`src/sv/thci_pkg.sv`:
```
// shared constants, codes and control types for the tag hash chain index
`timescale 1ns / 1ps

package thci_pkg;

    localparam int MAX_ENTRIES  = 1024;
    localparam int IDX_W        = $clog2(MAX_ENTRIES);
    localparam int CNT_W        = IDX_W + 1;
    localparam int KIND_W       = 2;
    localparam int TAG_PORT_W   = 16;
    localparam int TAG_BITS_DEF = 16;

    localparam logic [CNT_W-1:0] NONE_IDX  = '1;
    localparam logic [CNT_W-1:0] CNT_ONE   = CNT_W'(1);
    localparam logic [CNT_W-1:0] CNT_MAX   = CNT_W'(MAX_ENTRIES);

    typedef enum logic [KIND_W-1:0] {
        KIND_WRITE = 2'd0,
        KIND_BUILD = 2'd1,
        KIND_FIND  = 2'd2,
        KIND_NOP   = 2'd3
    } thci_kind_t;

    typedef struct packed {
        logic item_load;
        logic build_init;
        logic tag_wr;
        logic clr_wr;
        logic cnt_inc;
        logic cnt_dec;
        logic tag_rd_cnt;
        logic mod_start;
        logic mod_sel_find;
        logic head_rd;
        logic link_wr;
        logic build_set;
        logic done_set;
        logic next_rd_start;
        logic cur_load_head;
        logic cur_load_next;
        logic walk_rd;
        logic walk_adv;
        logic hit_set;
        logic out_load;
    } thci_cmd_t;

    typedef struct packed {
        thci_kind_t kind;
        logic       built;
        logic       start_neg;
        logic       start_oob;
        logic       cnt_last;
        logic       cnt_zero;
        logic       mod_done;
        logic       walk_end;
        logic       tag_hit;
    } thci_sts_t;

endpackage

```
`src/sv/thci_ctrl.sv`:
```
// controller state machine: sequences write, build and find items, and answers unused kinds directly
`timescale 1ns / 1ps

module thci_ctrl (
    input  logic                aclk,
    input  logic                aresetn,
    input  logic                s_valid,
    output logic                s_ready,
    output logic                m_valid,
    input  logic                m_ready,
    input  thci_pkg::thci_sts_t sts,
    output thci_pkg::thci_cmd_t cmd
);

    typedef enum logic [14:0] {
        S_IDLE     = 15'b000000000000001,
        S_DISPATCH = 15'b000000000000010,
        S_WRITE    = 15'b000000000000100,
        S_CLEAR    = 15'b000000000001000,
        S_BRD      = 15'b000000000010000,
        S_BMODST   = 15'b000000000100000,
        S_BMOD     = 15'b000000001000000,
        S_BLINK    = 15'b000000010000000,
        S_FSTART   = 15'b000000100000000,
        S_FMOD     = 15'b000001000000000,
        S_FLOADH   = 15'b000010000000000,
        S_FLOADN   = 15'b000100000000000,
        S_FCHK     = 15'b001000000000000,
        S_FCMP     = 15'b010000000000000,
        S_RESP     = 15'b100000000000000
    } state_t;

    state_t state_reg, state_next;
    logic   m_valid_reg, m_valid_next;

    always_comb begin
        state_next = state_reg;
        cmd        = '0;
        case (state_reg)
            S_IDLE: begin
                if (s_valid) begin
                    cmd.item_load = 1'b1;
                    state_next    = S_DISPATCH;
                end
            end
            S_DISPATCH: begin
                case (sts.kind)
                    thci_pkg::KIND_WRITE: state_next = S_WRITE;
                    thci_pkg::KIND_BUILD: begin
                        cmd.build_init = 1'b1;
                        state_next     = S_CLEAR;
                    end
                    thci_pkg::KIND_FIND: state_next = S_FSTART;
                    default: state_next = S_RESP;
                endcase
            end
            S_WRITE: begin
                cmd.tag_wr   = 1'b1;
                cmd.done_set = 1'b1;
                state_next   = S_RESP;
            end
            S_CLEAR: begin
                cmd.clr_wr = 1'b1;
                if (sts.cnt_last) begin
                    state_next = S_BRD;
                end else begin
                    cmd.cnt_inc = 1'b1;
                end
            end
            S_BRD: begin
                cmd.tag_rd_cnt = 1'b1;
                state_next     = S_BMODST;
            end
            S_BMODST: begin
                cmd.mod_start = 1'b1;
                state_next    = S_BMOD;
            end
            S_BMOD: begin
                if (sts.mod_done) begin
                    cmd.head_rd = 1'b1;
                    state_next  = S_BLINK;
                end
            end
            S_BLINK: begin
                cmd.link_wr = 1'b1;
                if (sts.cnt_zero) begin
                    cmd.build_set = 1'b1;
                    cmd.done_set  = 1'b1;
                    state_next    = S_RESP;
                end else begin
                    cmd.cnt_dec = 1'b1;
                    state_next  = S_BRD;
                end
            end
            S_FSTART: begin
                if (!sts.built) begin
                    state_next = S_RESP;
                end else if (sts.start_neg) begin
                    cmd.mod_start    = 1'b1;
                    cmd.mod_sel_find = 1'b1;
                    state_next       = S_FMOD;
                end else if (sts.start_oob) begin
                    state_next = S_RESP;
                end else begin
                    cmd.next_rd_start = 1'b1;
                    state_next        = S_FLOADN;
                end
            end
            S_FMOD: begin
                if (sts.mod_done) begin
                    cmd.head_rd = 1'b1;
                    state_next  = S_FLOADH;
                end
            end
            S_FLOADH: begin
                cmd.cur_load_head = 1'b1;
                state_next        = S_FCHK;
            end
            S_FLOADN: begin
                cmd.cur_load_next = 1'b1;
                state_next        = S_FCHK;
            end
            S_FCHK: begin
                if (sts.walk_end) begin
                    state_next = S_RESP;
                end else begin
                    cmd.walk_rd = 1'b1;
                    state_next  = S_FCMP;
                end
            end
            S_FCMP: begin
                if (sts.tag_hit) begin
                    cmd.hit_set = 1'b1;
                    state_next  = S_RESP;
                end else begin
                    cmd.walk_adv = 1'b1;
                    state_next   = S_FCHK;
                end
            end
            S_RESP: begin
                if (!m_valid_reg || m_ready) begin
                    cmd.out_load = 1'b1;
                    state_next   = S_IDLE;
                end
            end
            default: state_next = S_IDLE;
        endcase
    end

    always_comb begin
        m_valid_next = m_valid_reg;
        if (cmd.out_load) begin
            m_valid_next = 1'b1;
        end else if (m_ready) begin
            m_valid_next = 1'b0;
        end
    end

    always_ff @(posedge aclk) begin
        if (!aresetn) begin
            state_reg   <= S_IDLE;
            m_valid_reg <= 1'b0;
        end else begin
            state_reg   <= state_next;
            m_valid_reg <= m_valid_next;
        end
    end

    assign s_ready = state_reg == S_IDLE;
    assign m_valid = m_valid_reg;

endmodule

```
`config.mk`:
```
export PLATFORM = sky130hd
export DESIGN_NAME = thci_ctrl
export DESIGN_NICKNAME = d
export VERILOG_FILES = /design/src/sv/thci_pkg.sv /design/src/sv/thci_ctrl.sv
export SDC_FILE = /design/constraint.sdc
export NUM_CORES = 1
export LEC_CHECK = 0
export ABC_AREA = 1
export BUFFER_PORTS_ARGS = -buffer_cell sky130_fd_sc_hd__buf_2
export CORE_MARGIN = 2
export CORE_UTILIZATION = 54
export CTS_BUF_LIST = sky130_fd_sc_hd__clkbuf_16
export CTS_CLUSTER_SIZE = 25
export DETAILED_ROUTE_END_ITERATION = 10
export GPL_TIMING_DRIVEN = 0
export PLACE_DENSITY = 0.95
export SYNTH_ARGS = -nofsm -noshare
export SYNTH_HDL_FRONTEND = slang
export SYNTH_SLANG_ARGS = --single-unit
```
`constraint.sdc`:
```
create_clock -name aclk -period 3.26 [get_ports aclk]
set_input_delay 0.652 -clock aclk [delete_from_list [all_inputs] [get_ports aclk]]
set_output_delay 0.652 -clock aclk [all_outputs]
set_load 0.01 [all_outputs]
```
==> results of run 1 <==
==> critical path, delay by kind of cell, from the launching register on <==
| family | cells | cell delay (ps) |
|---|---|---|
| flip-flops | 1 | 330 |
| buffers and inverters | 2 | 180 |
| AND/OR/NAND/NOR | 6 | 950 |
==> kinds of logic after synthesis <==
logic type / Yosys count
buffers and inverters: 43
DFF: 16
and+or+nand+nor: 125
AOI/OAI and AO/OA: 10
==> through the flow <==
| stage | cells | total power, W | setup slack [ps] | hold slack (ps) | cell area [um2] |
|---|---|---|---|---|---|
| floorplan | 194 | 0.000341 | 1330 | 465 | 1140 |
| global placement | 256 | 0.000383 | 1230 | 479 | 1350 |
| detailed placement | 256 | 0.000388 | 1200 | 487 | 1350 |
| CTS | 259 | 0.000629 | 935 | 493 | 1420 |
| global route | 259 | 0.000654 | 786 | 523 | 1420 |
| finish | 259 | 0.000627 | 912 | 492 | 1420 |
==> where the power goes <==
group          switching [W]  internal, W
Combinational       0.000119    0.0000575
Sequential        0.00000840     0.000206
Clock              0.0000747     0.000161
==> final cells by class <==
type,count,area share [%]
multi-input cells,135,45.3
clock buffers,3,5.28
well taps,27,2.38
flip-flops and latches,16,22.5
plain buffers,3,1.58
inverters,40,10.6
repair buffers,35,12.3
==> placed cells by master (no fill, tap or decap), types with 2 or more instances in the layout <==
master     instances
dfxtp_1           16
inv_1             35
nor2_1            45
nor2_2             5
a21oi_1            5
nor2_4             3
nor3_1             4
inv_2              5
o21ai_1            2
nand3_1           13
nand2_2            6
buf_2             35
nor4_1             3
nand2_1           40
clkbuf_16          3
o21ai_0            2
==> per-layer routing <==
layer / vias up / GRT usage [%] / part of all wire (%)
met5: - / 0 / 0
met1: 546 / 30.5 / 44
met4: 0 / 8.80 / 2.3
li1: 662 / - / -
met3: 7 / 3.03 / 5.4
met2: 45 / 41.8 / 48
==> how the worst min path moves through the flow <==
stage | start | endpoint | depth (start not counted)
floorplan | state_reg[9] | state_reg[9] | 2
global placement | state_reg[9] | state_reg[9] | 2
detailed placement | state_reg[9] | state_reg[9] | 2
CTS | state_reg[9] | state_reg[9] | 2
global route | state_reg[9] | state_reg[9] | 2
finish | state_reg[9] | state_reg[9] | 2
==> metrics, run 1 <==
largest net degree at the start of global routing 11; FF/Latch Area approximately 320 um2; synthesized area per cell roughly 5.9 um2; Min-Delay Path Class reg2reg; core area ~2000 um2; Worst Reg2Reg Path Length in Cells 12; Post-CTS Setup Inserts 0; via/cell ratio between 4 and 5; Critical R2R Capture state_reg[0]; worst path required time between 2000 and 3000 ps; critical path type reg2out; CP startpoint state_reg[0]; Clk Latency, worst-skew pair 250 ps; vias in the first global route between 1,000 and 1,500; Final period util between 70% and 80%; Synth cell types 24; top-count cell post-synth nor2_1; synthesis warning total 0; dominant synthesized flop cell dfxtp_1; GP Congestion just under 0.9; chip width 49.9 um; synthesized cell area ~1100 um2; antenna-violating nets left 0; Fill cells roughly 150; adder-cell area share of the yosys netlist 0%; CTS buffer count 3; synthesis-to-finish area growth 25.0%; CP max stage delay about 330 ps; CTS tree built; leakage 0.866 nW; Post-Synth XOR/XNOR Area 0%; FP Rows 16; Worst-path clk slew approximately 50 ps; termination of the worst setup path cmd[12]; main combinational cell family by area after synthesis simple AND/OR/NAND/NOR gates; hpwl dp between 2000 and 2500 um; starting density of the core between 50% and 60%; H-tree depth 1; final-report hold violation count 0; setup_tns 0 ps; Final #Nets roughly 250; minimum clock period 2350 ps; final wirelength approximately 2700 um; syn_nets 208; Overflow after GRT 0; CP Capture Type output pin; Max Cap Viol 0; RSZ-0062 raised after global routing no; 1st-pass router iterations 4; top post-synthesis cells by area dfxtp_1 (28%), nor2_1 (15%), nand2_1 (13%); via count ~1,300; max FFs per register 15; layout cells sized above 1 between 20 and 30%; Residual DRC 0; fin util a little over 70%; initial antenna violation count 0; Post-synth EDFFs 0; Post-synth top cells nor2_1 (45), nand2_1 (40), inv_1 (35); final slew viol count 0; slowest stage cell, crit path dfxtp_1; top-level I/O count 36; CP dominant cell by count nand2_1; Synth Instances ~190; RR Startpoint state_reg[0]; post-synth top area cell dfxtp_1; post-synthesis mux area share 0%; worst-path fanout max 8; status completed; CTS Buffer Depth 2; Reg2Reg Setup Slack about 1700 ps; Rel. slew slack between 60% and 70%; Worst-Margin Slew 478 ps; Detailed Route Iter0 Violations 50; WP data arrival 1700 ps; #FFs+latches synth 16; startpoint types flip-flop; Max VDD drop roughly 0.00047 V; Post-CTS Resized 0; area share of the leading cell type in the synthesized netlist approximately 28%; Multi-input gate area between 600 and 700 um2; final setup violation count 0; die height about 50 um; Post-synth ARST share 0%; sequential element share of the synthesized area 28.2%; Die ar. approximately 2500 um2; Hold Buf Count CTS 0; crit-path cells nor2_2 > nand2_2 > nor2_8 > nand2_1 > nor3_2 > inv_2 > nand2_1 > buf_2; Layout Skew roughly 2.2 ps; Root Buffer clkbuf_16; PwrDens 441 nW/um2; Total GRT Usage ~24%; Antenna diodes 0; first-pass GRT wire length ~4700 um; CTS Sinks 16; WL per Instance slightly above 10 um; post-synthesis compound-gate area fraction 4.73%; simple-gate share of the synthesized area between 50 and 60%; fmax ~430 MHz; Buffers on Ports 35
(Power assumes the default switching activity.)
==> run 2, diff against run 1 <==
--- a/config.mk
+++ b/config.mk
@@ -8,12 +8,12 @@
 export ABC_AREA = 1
 export BUFFER_PORTS_ARGS = -buffer_cell sky130_fd_sc_hd__buf_2
 export CORE_MARGIN = 2
-export CORE_UTILIZATION = 54
+export CORE_UTILIZATION = 50
 export CTS_BUF_LIST = sky130_fd_sc_hd__clkbuf_16
 export CTS_CLUSTER_SIZE = 25
 export DETAILED_ROUTE_END_ITERATION = 10
 export GPL_TIMING_DRIVEN = 0
-export PLACE_DENSITY = 0.95
+export PLACE_DENSITY = 0.91
 export SYNTH_ARGS = -nofsm -noshare
 export SYNTH_HDL_FRONTEND = slang
 export SYNTH_SLANG_ARGS = --single-unit
==> constraint.sdc (replaced) <==
create_clock -name aclk -period 2.2 [get_ports aclk]
set_input_delay 0.44 -clock aclk [delete_from_list [all_inputs] [get_ports aclk]]
set_output_delay 0.44 -clock aclk [all_outputs]
set_load 0.01 [all_outputs]
==> run 2 against run 1 <==
Effect of this change: combinational power grew 47%; final area grew 0.35%; utilization shrank 6.6 points; critical endpoint unchanged; largest cell class unchanged; largest power group unchanged.
==> metrics, run 2 (synthesized netlist as in run 1, its figures left out) <==
fmax slightly below 500 MHz; Max Cap Viol 0; CP Capture Type output pin; setup_tns 0 ps; Detailed Route Iter0 Violations 30; WL per Instance about 11 um; CP startpoint state_reg[2]; Layout Skew ~3.4 ps; leakage between 0.8 and 0.9 nW; GP Congestion around 0.89; top-level I/O count 36; CTS Sinks 16; Hold Slack about 380 ps; antenna-violating nets left 0; Rel. slew slack roughly two thirds; via/cell ratio approximately 4.8; slowest stage cell, crit path dfxtp_1; most frequent cells in the layout nor2_1 (45), nand2_1 (40), inv_1 (35), buf_2 (35), dfxtp_1 (16); Post-CTS Setup Inserts 0; core area ~2200 um2; Die ar. about 2700 um2; Final period util 94.5%; most common cell after layout, fill and taps aside nor2_1; largest net degree at the start of global routing 11; layout cells sized above 1 27.9%; Final #Nets around 250; CP max stage delay roughly 330 ps; Residual DRC 0; worst-path fanout max 8; initial antenna violation count 0; status completed; Hold Path Origin sts[6]; Hold Buf Count CTS 0; Clk Latency, worst-skew pair 250 ps; CTS tree built; final-report hold violation count 0; Worst Hold End state_reg[11]; Worst Path Buf+Inv 2; CP dominant cell by count nand2_1; final setup violation count 0; Total GRT Usage between 20 and 25%; critical path type reg2out; via count approximately 1,300; Root Buffer clkbuf_16; 1st-pass router iterations 4; first-pass GRT wire length ~4400 um; Buffers on Ports 35; vias in the first global route 1,044; die height 51.7 um; chip width about 52 um; FP Rows 17; minimum clock period approximately 2100 ps; crit-path cells nor2_2 > nand2_2 > nor2_8 > nand2_1 > nor3_2 > inv_2 > nand2_1 > buf_2; max FFs per register 15; Top delay family on crit path simple AND/OR/NAND/NOR gates; Critical R2R Capture state_reg[0]; PwrDens about 660 nW/um2; Max VDD drop between 0.0004 and 0.0005 V; startpoint types flip-flop; Overflow after GRT 0; CTS Buffer Depth 2; Min-Delay Path Depth 2; WP data arrival about 1600 ps; hpwl dp between 2000 and 2500 um; worst path required time between 1500 and 2000 ps; Worst-path clk slew 50 ps; Worst-Margin Slew a little under 500 ps; Reg2Reg Setup Slack 630 ps; final wirelength roughly 2800 um; Antenna diodes 0; starting density of the core 51.9%; Fill cells slightly below 200; Post-CTS Resized 0; Worst Reg2Reg Path Length in Cells 12; H-tree depth 1; RR Startpoint state_reg[2]; Min-Delay Path Class in2reg; CTS buffer count 3; final slew viol count 0; synthesis-to-finish area growth 25.4%; RSZ-0062 raised after global routing no
## run 2: changes by cell type in the layout (fill, tap and decap cells not counted)
cell      change
clkinv_1      +1
## run 2: layout make-up
type / instances / area (um2) / share of cell area, %
tap: 28 / 35.0 / 2.46
clock buffer: 3 / 75.1 / 5.26
buffer: 3 / 22.5 / 1.58
multi-input combinational: 135 / 644 / 45.2
clock inverter: 1 / 3.75 / 0.263
inverter: 40 / 150 / 10.5
timing repair buffer: 35 / 175 / 12.3
sequential: 16 / 320 / 22.5
## run 2: worst max path at each step
stage,to,slack (ps),cells after the start
3_5_place_dp,cmd[12],390,8
4_1_cts,cmd[12],120,8
3_3_place_gp,cmd[12],430,8
2_1_floorplan,cmd[12],530,7
6_report,cmd[12],120,8
5_1_grt,cmd[12],2,8
## run 2: layer usage
| layer | routed length (um) | track usage [%] |
|---|---|---|
| met1 | 1230 | 27.8 |
| met2 | 1300 | 37.0 |
| met3 | 177 | 4.02 |
| met4 | 47 | 10.1 |
| met5 | 0 | 0 |
## run 2: power breakdown
group | total, W | internal (W) | switching [W]
clock | 0.000359 | 0.000241 | 0.000118
sequential | 0.000316 | 0.000305 | 0.0000111
combinational | 0.000260 | 0.0000850 | 0.000175
total | 0.000935 | 0.000631 | 0.000303
## run 2: stage by stage
stage	util [%]	setup WS [ps]	cells	instance area (um2)	power, W
after floorplan	-	532	194	1140	0.000505
after CTS	65.1	117	261	1430	0.000940
after detailed placement	61.5	393	257	1350	0.000575
final	65.1	122	261	1430	0.000935
after global routing	65.1	1.88	261	1430	0.000982
after global placement	61.5	426	257	1350	0.000568
